[config.mk]
export PLATFORM = sky130hd
export DESIGN_NAME = ndef_record_stream_parser_unit
export DESIGN_NICKNAME = d
export VERILOG_FILES = /design/src/ndrp_pkg.sv /design/src/ndrp_in_reg.sv /design/src/ndrp_parser.sv /design/src/ndrp_out_reg.sv /design/src/ndef_record_stream_parser_unit.sv
export SDC_FILE = /design/constraint.sdc
export NUM_CORES = 1
export LEC_CHECK = 0
export ABC_AREA = 1
export BUFFER_PORTS_ARGS = -buffer_cell sky130_fd_sc_hd__buf_2
export CAP_MARGIN = 0
export CORE_ASPECT_RATIO = 0.8
export CORE_MARGIN = 2
export CORE_UTILIZATION = 35
export DETAILED_ROUTE_END_ITERATION = 8
export SYNTH_ARGS = -nofsm -noshare
export SYNTH_HDL_FRONTEND = slang
export SYNTH_SLANG_ARGS = --single-unit
[constraint.sdc]
create_clock -name i_clk -period 3.03 [get_ports i_clk]
set_input_delay 0.1515 -clock i_clk [delete_from_list [all_inputs] [get_ports i_clk]]
set_output_delay 0.1515 -clock i_clk [all_outputs]
set_load 0.01 [all_outputs]
[src/ndrp_pkg.sv]
`timescale 1ns / 1ps
`default_nettype none
// ----------------------------------------------------------------------------
// NDEF record parser package
// Shared phase codes, header bit positions, result word layout and the
// helper that picks the next non-empty body section of a record.
// ----------------------------------------------------------------------------
package ndrp_pkg;

    localparam int MAX_RECORDS_DEF = 4;

    // Header byte bit positions.
    localparam int HdrMeBit = 6;
    localparam int HdrSrBit = 4;
    localparam int HdrIlBit = 3;

    // The long payload length takes four bytes; the count wraps at this value.
    localparam logic [1:0] LenLastByte = 2'd3;

    typedef enum logic [2:0] {
        PH_HEADER      = 3'd0,
        PH_TYPE_LEN    = 3'd1,
        PH_PAYLOAD_LEN = 3'd2,
        PH_ID_LEN      = 3'd3,
        PH_TYPE        = 3'd4,
        PH_ID          = 3'd5,
        PH_PAYLOAD     = 3'd6,
        PH_IGNORE      = 3'd7
    } t_phase;

    typedef struct packed {
        logic [7:0]  byte_value;
        logic [2:0]  field_kind;
        logic [2:0]  record_index;
        logic [2:0]  record_tnf;
        logic [7:0]  type_length;
        logic [7:0]  id_length;
        logic [31:0] payload_length;
        logic        record_done;
        logic        message_done;
        logic        record_dropped;
        logic        truncated;
    } t_result;

    typedef struct packed {
        t_phase      phase;
        logic [31:0] remaining;
        logic        empty;
    } t_section;

    // First body section at or after the given phase whose length is not zero.
    function automatic t_section enter_section(
        input t_phase      from,
        input logic [7:0]  type_len,
        input logic        il_flag,
        input logic [7:0]  id_len,
        input logic [31:0] payload_len
    );
        t_section s;
        s.phase     = PH_HEADER;
        s.remaining = '0;
        s.empty     = 1'b1;
        if (from <= PH_TYPE && type_len != 8'd0) begin
            s.phase     = PH_TYPE;
            s.remaining = {24'd0, type_len};
            s.empty     = 1'b0;
        end else if (from <= PH_ID && il_flag && id_len != 8'd0) begin
            s.phase     = PH_ID;
            s.remaining = {24'd0, id_len};
            s.empty     = 1'b0;
        end else if (from <= PH_PAYLOAD && payload_len != 32'd0) begin
            s.phase     = PH_PAYLOAD;
            s.remaining = payload_len;
            s.empty     = 1'b0;
        end
        return s;
    endfunction

endpackage
`default_nettype wire

[src/ndrp_in_reg.sv]
`timescale 1ns / 1ps
`default_nettype none
// ----------------------------------------------------------------------------
// NDEF parser input register
// Captures one message byte and its last-byte mark when the input side
// is ready.
// ----------------------------------------------------------------------------
module ndrp_in_reg (
    input  wire logic       i_clk,
    input  wire logic       i_rst_n,
    input  wire logic       i_load,
    input  wire logic       i_valid,
    input  wire logic [7:0] i_data_byte,
    input  wire logic       i_last_byte,
    output logic            o_valid,
    output logic [7:0]      o_data_byte,
    output logic            o_last_byte
);

    logic       r_valid;
    logic [7:0] r_data_byte;
    logic       r_last_byte;

    always_ff @(posedge i_clk) begin
        if (!i_rst_n) begin
            r_valid <= 1'b0;
        end else if (i_load) begin
            r_valid <= i_valid;
        end
    end

    always_ff @(posedge i_clk) begin
        if (i_load && i_valid) begin
            r_data_byte <= i_data_byte;
            r_last_byte <= i_last_byte;
        end
    end

    assign o_valid     = r_valid;
    assign o_data_byte = r_data_byte;
    assign o_last_byte = r_last_byte;

endmodule
`default_nettype wire

[src/ndrp_parser.sv]
`timescale 1ns / 1ps
`default_nettype none
// ----------------------------------------------------------------------------
// NDEF parser core
// Holds the record parse state and classifies the registered byte in a
// single pass of logic; state moves only when the byte is handed on.
// ----------------------------------------------------------------------------
module ndrp_parser #(
    parameter int MAX_RECORDS = ndrp_pkg::MAX_RECORDS_DEF
) (
    input  wire logic       i_clk,
    input  wire logic       i_rst_n,
    input  wire logic       i_step,
    input  wire logic [7:0] i_data_byte,
    input  wire logic       i_last_byte,
    output ndrp_pkg::t_result o_result
);

    localparam int CntW = $clog2(MAX_RECORDS + 1);

    ndrp_pkg::t_phase r_phase, n_phase;
    logic [31:0]      r_remaining, n_remaining;
    logic [1:0]       r_len_cnt, n_len_cnt;
    logic [7:0]       r_type_len, n_type_len;
    logic [7:0]       r_id_len, n_id_len;
    logic [31:0]      r_payload_len, n_payload_len;
    logic             r_me, n_me;
    logic             r_sr, n_sr;
    logic             r_il, n_il;
    logic [2:0]       r_tnf, n_tnf;
    logic [CntW-1:0]  r_count, n_count;

    ndrp_pkg::t_phase   sec_from;
    ndrp_pkg::t_section sec;
    ndrp_pkg::t_result  res;
    logic               sec_req;
    logic               done;
    logic               dropped;
    logic               ignored;
    logic [31:0]        len_shift;
    logic [31:0]        body_left;
    logic [CntW+2:0]    idx_wide;

    always_ff @(posedge i_clk) begin
        if (!i_rst_n) begin
            r_phase       <= ndrp_pkg::PH_HEADER;
            r_remaining   <= '0;
            r_len_cnt     <= '0;
            r_type_len    <= '0;
            r_id_len      <= '0;
            r_payload_len <= '0;
            r_me          <= 1'b0;
            r_sr          <= 1'b0;
            r_il          <= 1'b0;
            r_tnf         <= '0;
            r_count       <= '0;
        end else if (i_step) begin
            r_phase       <= n_phase;
            r_remaining   <= n_remaining;
            r_len_cnt     <= n_len_cnt;
            r_type_len    <= n_type_len;
            r_id_len      <= n_id_len;
            r_payload_len <= n_payload_len;
            r_me          <= n_me;
            r_sr          <= n_sr;
            r_il          <= n_il;
            r_tnf         <= n_tnf;
            r_count       <= n_count;
        end
    end

    assign len_shift = {r_remaining[23:0], i_data_byte};
    assign body_left = (r_remaining != 32'd0) ? r_remaining - 32'd1 : r_remaining;
    assign idx_wide  = {3'd0, r_count};
    assign ignored   = (r_phase == ndrp_pkg::PH_IGNORE);

    always_comb begin
        n_phase       = r_phase;
        n_remaining   = r_remaining;
        n_len_cnt     = r_len_cnt;
        n_type_len    = r_type_len;
        n_id_len      = r_id_len;
        n_payload_len = r_payload_len;
        n_me          = r_me;
        n_sr          = r_sr;
        n_il          = r_il;
        n_tnf         = r_tnf;
        n_count       = r_count;
        sec_req       = 1'b0;
        sec_from      = ndrp_pkg::PH_TYPE;
        done          = 1'b0;
        dropped       = 1'b0;

        case (r_phase)
            ndrp_pkg::PH_HEADER: begin
                n_me          = i_data_byte[ndrp_pkg::HdrMeBit];
                n_sr          = i_data_byte[ndrp_pkg::HdrSrBit];
                n_il          = i_data_byte[ndrp_pkg::HdrIlBit];
                n_tnf         = i_data_byte[2:0];
                n_type_len    = '0;
                n_id_len      = '0;
                n_payload_len = '0;
                n_phase       = ndrp_pkg::PH_TYPE_LEN;
            end
            ndrp_pkg::PH_TYPE_LEN: begin
                n_type_len  = i_data_byte;
                n_len_cnt   = '0;
                n_remaining = '0;
                n_phase     = ndrp_pkg::PH_PAYLOAD_LEN;
            end
            ndrp_pkg::PH_PAYLOAD_LEN: begin
                if (r_sr) begin
                    n_payload_len = {24'd0, i_data_byte};
                    sec_req       = 1'b1;
                end else if (r_len_cnt == ndrp_pkg::LenLastByte) begin
                    n_payload_len = len_shift;
                    sec_req       = 1'b1;
                end else begin
                    n_remaining = len_shift;
                    n_len_cnt   = r_len_cnt + 2'd1;
                end
                if (sec_req) begin
                    n_len_cnt   = '0;
                    n_remaining = '0;
                    if (r_il) begin
                        sec_req = 1'b0;
                        n_phase = ndrp_pkg::PH_ID_LEN;
                    end
                end
            end
            ndrp_pkg::PH_ID_LEN: begin
                n_id_len = i_data_byte;
                sec_req  = 1'b1;
            end
            ndrp_pkg::PH_IGNORE: begin
                n_phase = r_phase;
            end
            default: begin
                n_remaining = body_left;
                if (body_left == 32'd0) begin
                    if (r_phase == ndrp_pkg::PH_PAYLOAD) begin
                        done = 1'b1;
                    end else begin
                        sec_req  = 1'b1;
                        sec_from = ndrp_pkg::t_phase'(r_phase + 3'd1);
                    end
                end
            end
        endcase

        // The section search looks at the lengths as they stand after this byte.
        sec = ndrp_pkg::enter_section(sec_from, n_type_len, n_il, n_id_len, n_payload_len);

        if (sec_req) begin
            if (sec.empty) begin
                done = 1'b1;
            end else begin
                n_phase     = sec.phase;
                n_remaining = sec.remaining;
            end
        end

        if (done) begin
            dropped     = (r_count >= CntW'(MAX_RECORDS));
            n_count     = dropped ? r_count : r_count + CntW'(1);
            n_remaining = '0;
            n_phase     = r_me ? ndrp_pkg::PH_IGNORE : ndrp_pkg::PH_HEADER;
        end

        res.byte_value = i_data_byte;
        res.field_kind = r_phase;
        if (ignored) begin
            res.record_index   = '0;
            res.record_tnf     = '0;
            res.type_length    = '0;
            res.id_length      = '0;
            res.payload_length = '0;
        end else begin
            res.record_index   = idx_wide[2:0];
            res.record_tnf     = n_tnf;
            res.type_length    = n_type_len;
            res.id_length      = n_id_len;
            res.payload_length = n_payload_len;
        end
        res.record_done    = done;
        res.message_done   = done && r_me;
        res.record_dropped = dropped;
        res.truncated      = i_last_byte && !done && !ignored;

        // The end of the buffer returns the parser to its reset state.
        if (i_last_byte) begin
            n_phase       = ndrp_pkg::PH_HEADER;
            n_remaining   = '0;
            n_len_cnt     = '0;
            n_type_len    = '0;
            n_id_len      = '0;
            n_payload_len = '0;
            n_me          = 1'b0;
            n_sr          = 1'b0;
            n_il          = 1'b0;
            n_tnf         = '0;
            n_count       = '0;
        end
    end

    assign o_result = res;

    a_msg_needs_rec: assert property (@(posedge i_clk) disable iff (!i_rst_n)
        i_step && res.message_done |-> res.record_done)
        else $error("message end reported without a record end");

    a_trunc_excl: assert property (@(posedge i_clk) disable iff (!i_rst_n)
        i_step |-> !(res.truncated && res.record_done))
        else $error("truncation flagged on a completing byte");

    a_ignored_quiet: assert property (@(posedge i_clk) disable iff (!i_rst_n)
        i_step && ignored |-> !res.record_done && !res.truncated
            && res.payload_length == 32'd0 && res.record_index == 3'd0)
        else $error("ignored byte carries record data");

    a_next_header: assert property (@(posedge i_clk) disable iff (!i_rst_n)
        i_step && res.record_done && !res.message_done && !i_last_byte
            |=> r_phase == ndrp_pkg::PH_HEADER)
        else $error("parser did not return to header after a record");

    a_count_bound: assert property (@(posedge i_clk) disable iff (!i_rst_n)
        r_count <= CntW'(MAX_RECORDS))
        else $error("record count passed its limit");

endmodule
`default_nettype wire

[src/ndrp_out_reg.sv]
`timescale 1ns / 1ps
`default_nettype none
// ----------------------------------------------------------------------------
// NDEF parser result register
// Holds one classified byte until the downstream side takes it.
// ----------------------------------------------------------------------------
module ndrp_out_reg (
    input  wire logic              i_clk,
    input  wire logic              i_rst_n,
    input  wire logic              i_load,
    input  wire logic              i_valid,
    input  wire ndrp_pkg::t_result i_result,
    output logic                   o_valid,
    output ndrp_pkg::t_result      o_result
);

    logic              r_valid;
    ndrp_pkg::t_result r_result;

    always_ff @(posedge i_clk) begin
        if (!i_rst_n) begin
            r_valid <= 1'b0;
        end else if (i_load) begin
            r_valid <= i_valid;
        end
    end

    always_ff @(posedge i_clk) begin
        if (i_load && i_valid) begin
            r_result <= i_result;
        end
    end

    assign o_valid  = r_valid;
    assign o_result = r_result;

endmodule
`default_nettype wire

[src/ndef_record_stream_parser_unit.sv]
`timescale 1ns / 1ps
`default_nettype none
// ----------------------------------------------------------------------------
// NDEF record stream parser
// Classifies each byte of an NDEF message as header, length or body byte.
// ----------------------------------------------------------------------------
// The parser returns one result word per message byte, in order; a byte is
// held in the input register and its word in the result register. When the
// output is not stalled, throughput is one byte per cycle: the header,
// length and body bookkeeping for a byte is a single pass of logic between
// the input register and the result register. Each word reports the field
// kind, the record index (MAX_RECORDS once the limit is reached), the TNF
// and the lengths known so far, and marks record end, message end, dropped
// records and a buffer that ends partway through a record. After the last
// byte of a buffer the parser is back in its reset state.
// ----------------------------------------------------------------------------
module ndef_record_stream_parser_unit #(
    parameter int MAX_RECORDS = ndrp_pkg::MAX_RECORDS_DEF
) (
    input  wire logic        i_clk,
    input  wire logic        i_rst_n,
    input  wire logic        i_valid,
    output logic             o_ready,
    input  wire logic [7:0]  i_data_byte,
    input  wire logic        i_last_byte,
    output logic             o_valid,
    input  wire logic        i_ready,
    output logic [7:0]       o_byte_value,
    output logic [2:0]       o_field_kind,
    output logic [2:0]       o_record_index,
    output logic [2:0]       o_record_tnf,
    output logic [7:0]       o_type_length,
    output logic [7:0]       o_id_length,
    output logic [31:0]      o_payload_length,
    output logic             o_record_done,
    output logic             o_message_done,
    output logic             o_record_dropped,
    output logic             o_truncated
);

    logic              advance;
    logic              in_valid;
    logic [7:0]        in_byte;
    logic              in_last;
    ndrp_pkg::t_result core_res;
    ndrp_pkg::t_result out_res;

    // A word moves on when the result register is empty or being emptied.
    assign advance = !o_valid || i_ready;
    assign o_ready = !in_valid || advance;

    ndrp_in_reg u_in_reg (
        .i_clk       (i_clk),
        .i_rst_n     (i_rst_n),
        .i_load      (o_ready),
        .i_valid     (i_valid),
        .i_data_byte (i_data_byte),
        .i_last_byte (i_last_byte),
        .o_valid     (in_valid),
        .o_data_byte (in_byte),
        .o_last_byte (in_last)
    );

    ndrp_parser #(
        .MAX_RECORDS (MAX_RECORDS)
    ) u_parser (
        .i_clk       (i_clk),
        .i_rst_n     (i_rst_n),
        .i_step      (in_valid && advance),
        .i_data_byte (in_byte),
        .i_last_byte (in_last),
        .o_result    (core_res)
    );

    ndrp_out_reg u_out_reg (
        .i_clk    (i_clk),
        .i_rst_n  (i_rst_n),
        .i_load   (advance),
        .i_valid  (in_valid),
        .i_result (core_res),
        .o_valid  (o_valid),
        .o_result (out_res)
    );

    assign o_byte_value     = out_res.byte_value;
    assign o_field_kind     = out_res.field_kind;
    assign o_record_index   = out_res.record_index;
    assign o_record_tnf     = out_res.record_tnf;
    assign o_type_length    = out_res.type_length;
    assign o_id_length      = out_res.id_length;
    assign o_payload_length = out_res.payload_length;
    assign o_record_done    = out_res.record_done;
    assign o_message_done   = out_res.message_done;
    assign o_record_dropped = out_res.record_dropped;
    assign o_truncated      = out_res.truncated;

endmodule
`default_nettype wire

==> flow_summary.toml <==
[setup_path]
cpLargestDelayFamily = "simple AND/OR/NAND/NOR gates"
worst_path_max_delay_cell = "dfxtp_2"
crit_cells = 23
worstPathRequired_ps = 3400
cp_max_fo = 8
r2r_cells = 23
crit_chain = "nor2_4, buf_4, nand2_4, nor2_4, nand2_2, nor2_4, clkinv_4, buf_4, nand2_2, nand3_1, nor2_2, nand2_1, nor2_2, nand3_2, nand2_1, inv_2, nand2_4, buf_4, buf_6, o211ai_1, nand3_4, nand3_2, a21oi_1"
startpoint_type = "flip-flop"
crit_path_end_kind = "flip-flop"
critPathMaxStageDelay_ps = 350
crit_type = "reg -> reg"
cp_num_buf_inv = 6
arrival_ps = 3500

[power_and_ir_drop]
powerDensity_nw_per_um2 = 377.0
p_leak_nw = 6.062
peakVddDrop_mv = 0.3892

[synthesis]
synthSimpleGateAreaFrac_pct = 29.38
synthCells = 1409
yosys-top-cells-count = "nand2_1 (435), nor2_1 (178), inv_1 (145), dfxtp_1 (96), a21oi_1 (92)"
yosysWarnings = 0
synth_top_area_cell = "edfxtp_1"
synthArstFlopShare_pct = 0
netlist_area_um2 = 9928
synth_top_family_by_area = "simple AND/OR/NAND/NOR gates"
synthTopCellsByArea = "edfxtp_1 (24%), dfxtp_1 (19%), nand2_1 (16%), nor2_1 (6.7%), inv_1 (5.5%)"
synth-xor-area-share_pct = 0.9704
synth_top_area_share_pct = 23.59
yosys_most_used_dff = "dfxtp_1"
ys_ff_latch = 174
synthMuxAreaShare_pct = 0
synth_edf_count = 78
synth_compound_area_share_pct = 16.90
synth.most_common_cell = "nand2_1"
ys_seq_area_share_pct = 42.95
synth_nets = 1429
ys_types = 39
synth_area_per_cell_um2 = 7.046
synth-adder-area-share_pct = 0.8822

[floorplanning]
core.rowCount = 55
die_h_um = 154.6
initial_core_util_pct = 35.36
coreArea_um2 = 28080
dieArea_um2 = 29740
ioPinCount = 84
fp.dieW_um = 192.3

[finish]
syn_to_final_growth_pct = 41.78
diodes = 0
layoutNonFillerInstCount = 2084
fin_nets = 1721
postLayoutCellArea_um2 = 14080
drive_gt1_share_pct = 32.38

[place]
portBuffers = 83
pre_cts_ws_ps = -199.8
dp_cells = 2010
placed_area_um2 = 12180
hpwlAfterDp_mm = 27.88
gp_congestion = 0.9562

[outcome]
violations = "setup timing"
status = "complete, but fails checks"

[sta]
layout_min_cycle_time_ps = 3129
rsz0062_at_grt = "true"
final.setup_skew_ps = 17.50
tightestPinTransition_ps = 622.0
final_hold_viol_count = 0
final_max_slew_viol_count = 0
slew_headroom_pct = 58.53
fmax_mhz = 319.6
setup_ws_ps = -98.52
setup_viol = 35
min_period_over_period_pct = 103.3

[flow_run]
cap_viol_max_count = 0

[clocking]
cts_sinks = 174
clk_latency_ps = 460
cts_tree = "yes"
clock_path_buffers = 2
h-tree-depth = 4
numCtsBuffers = 17
clk_transition_reported_paths_ps = 80
root_buffer = "clkbuf_16"

[routing]
wl_per_cell_um = 18.81
routed_via_density = 5.200
drc = 0
drt_iter0_markers = 1234
postRouteAntennaNets = 0
vias = 10840
routed_wl_mm = 39.21
dr.pass1.iters = 7

[grt]
grt_use_total_pct = 26.02
grt-ovfl-total = 0
grt_max_degree = 74
grt_pass1_vias = 9855
grt_pass1_wl_mm = 58.42
antenna_found_initial = 0

[worst_hold_path]
hold_path_depth = 3
min_path_type = "in -> reg"
routing by layer:
| layer | share of wire, % | global-route usage (%) |
|---|---|---|
| met5 | 0 | 0 |
| met4 | 1.7 | 5.671 |
| met1 | 48 | 41.08 |
| met2 | 40 | 35.80 |
| met3 | 9.5 | 5.242 |
repair_timing:
item / in CTS / in global routing
cloned: 1 / 3
hold endpoints to repair: 11 / 0
endpoints found under the setup margin: 41 / 41
hold buffers: 11 / 0
gates resized for setup: 111 / 142
buffers inserted: 13 / 15
pin swaps: 26 / 32
kinds of logic after synthesis:
family          after synthesis
compound gates              289
fa+ha+maj                     7
xor+xnor                     11
flops                       174
simple gates                709
buf+inv                     219
worst paths after layout:
kind	start	endpoint	slack (ps)
min	i_rst_n	u_parser.r_len_cnt[0]$_SDFFE_PN0P_	40
min reg2reg	u_in_reg.o_data_byte[0]$_DFFE_PP_	u_out_reg.o_result[61]$_DFFE_PP_	450
max	u_parser.r_remaining[3]$_SDFFE_PN0P_	u_parser.r_remaining[0]$_SDFFE_PN0P_	-100
max reg2reg	u_parser.r_remaining[3]$_SDFFE_PN0P_	u_parser.r_remaining[0]$_SDFFE_PN0P_	-100
worst reg2reg max path, cell delays in order (launching register included):
cell      delay (ps)
dfxtp_2          350
nor2_4           160
buf_4            160
nand2_4           60
nor2_4            80
nand2_2           80
nor2_4           160
clkinv_4         150
buf_4            170
nand2_2          100
nand3_1          110
nor2_2           130
nand2_1          100
nor2_2           100
nand3_2           90
nand2_1          100
inv_2             50
nand2_4          130
buf_4            140
buf_6            120
o211ai_1         160
nand3_4          150
nand3_2           70
a21oi_1          140
final cells by class:
class,instances,area (um^2)
multi-input combinational,1016,5495
clock inverter,14,166.4
sequential,174,4278
timing repair inverter,1,8.758
tap,370,462.9
fill,2775,14000
timing repair buffer,331,2594
inverter,160,620.6
clock buffer,18,450.4
power breakdown:
part / internal [mW] / total, mW / switching, mW
combinational: 0.157 / 0.463 / 0.306
sequential: 2.50 / 2.53 / 0.0245
clock: 1.23 / 2.32 / 1.09
total: 3.89 / 5.31 / 1.42
state kept, by name (all words and copies together), names as in the netlist:
signal                  cells
u_in_reg.o_data_byte        8
u_parser.r_me               1
u_parser.r_count            3
u_parser.r_tnf              3
u_out_reg.o_result         69
u_in_reg.o_last_byte        1
u_parser.r_type_len         8
u_parser.r_remaining       32
u_in_reg.o_valid            1
u_parser.r_il               1
u_parser.r_len_cnt          2
u_parser.r_phase            3
u_parser.r_payload_len     32
u_out_reg.o_valid           1
u_parser.r_id_len           8
u_parser.r_sr               1
metrics by stage:
stage	setup TNS (ps)	power, mW	utilization [%]	hold WS (ps)
3_5_place_dp	-5538	2.974	43.36	330.0
3_3_place_gp	-4091	2.973	43.36	328.9
6_report	-1567	5.307	50.13	35.31
2_1_floorplan	0	2.800	-	250.4
4_1_cts	0	5.304	47.65	7.841
5_1_grt	-7081	5.473	50.13	25.31
cells in the final DEF (no fill, tap or decap), types with 12 or more instances in the layout:
master,netlist,layout
a21oi_1,92,83
a21oi_2,9,18
buf_12,0,12
buf_2,6,83
buf_4,1,203
buf_6,7,17
clkbuf_16,0,20
dfxtp_1,96,85
edfxtp_1,78,78
inv_1,145,140
inv_2,11,13
nand2_1,435,376
nand2_2,7,45
nand2_4,1,20
nand3_1,43,34
nand4_1,19,19
nor2_1,178,133
nor2_2,6,35
nor2_4,4,20
o21a_1,23,23
o21ai_0,70,54
o21ai_1,25,30
o22ai_1,42,41
Note: power is estimated with default switching activity, not from simulation.
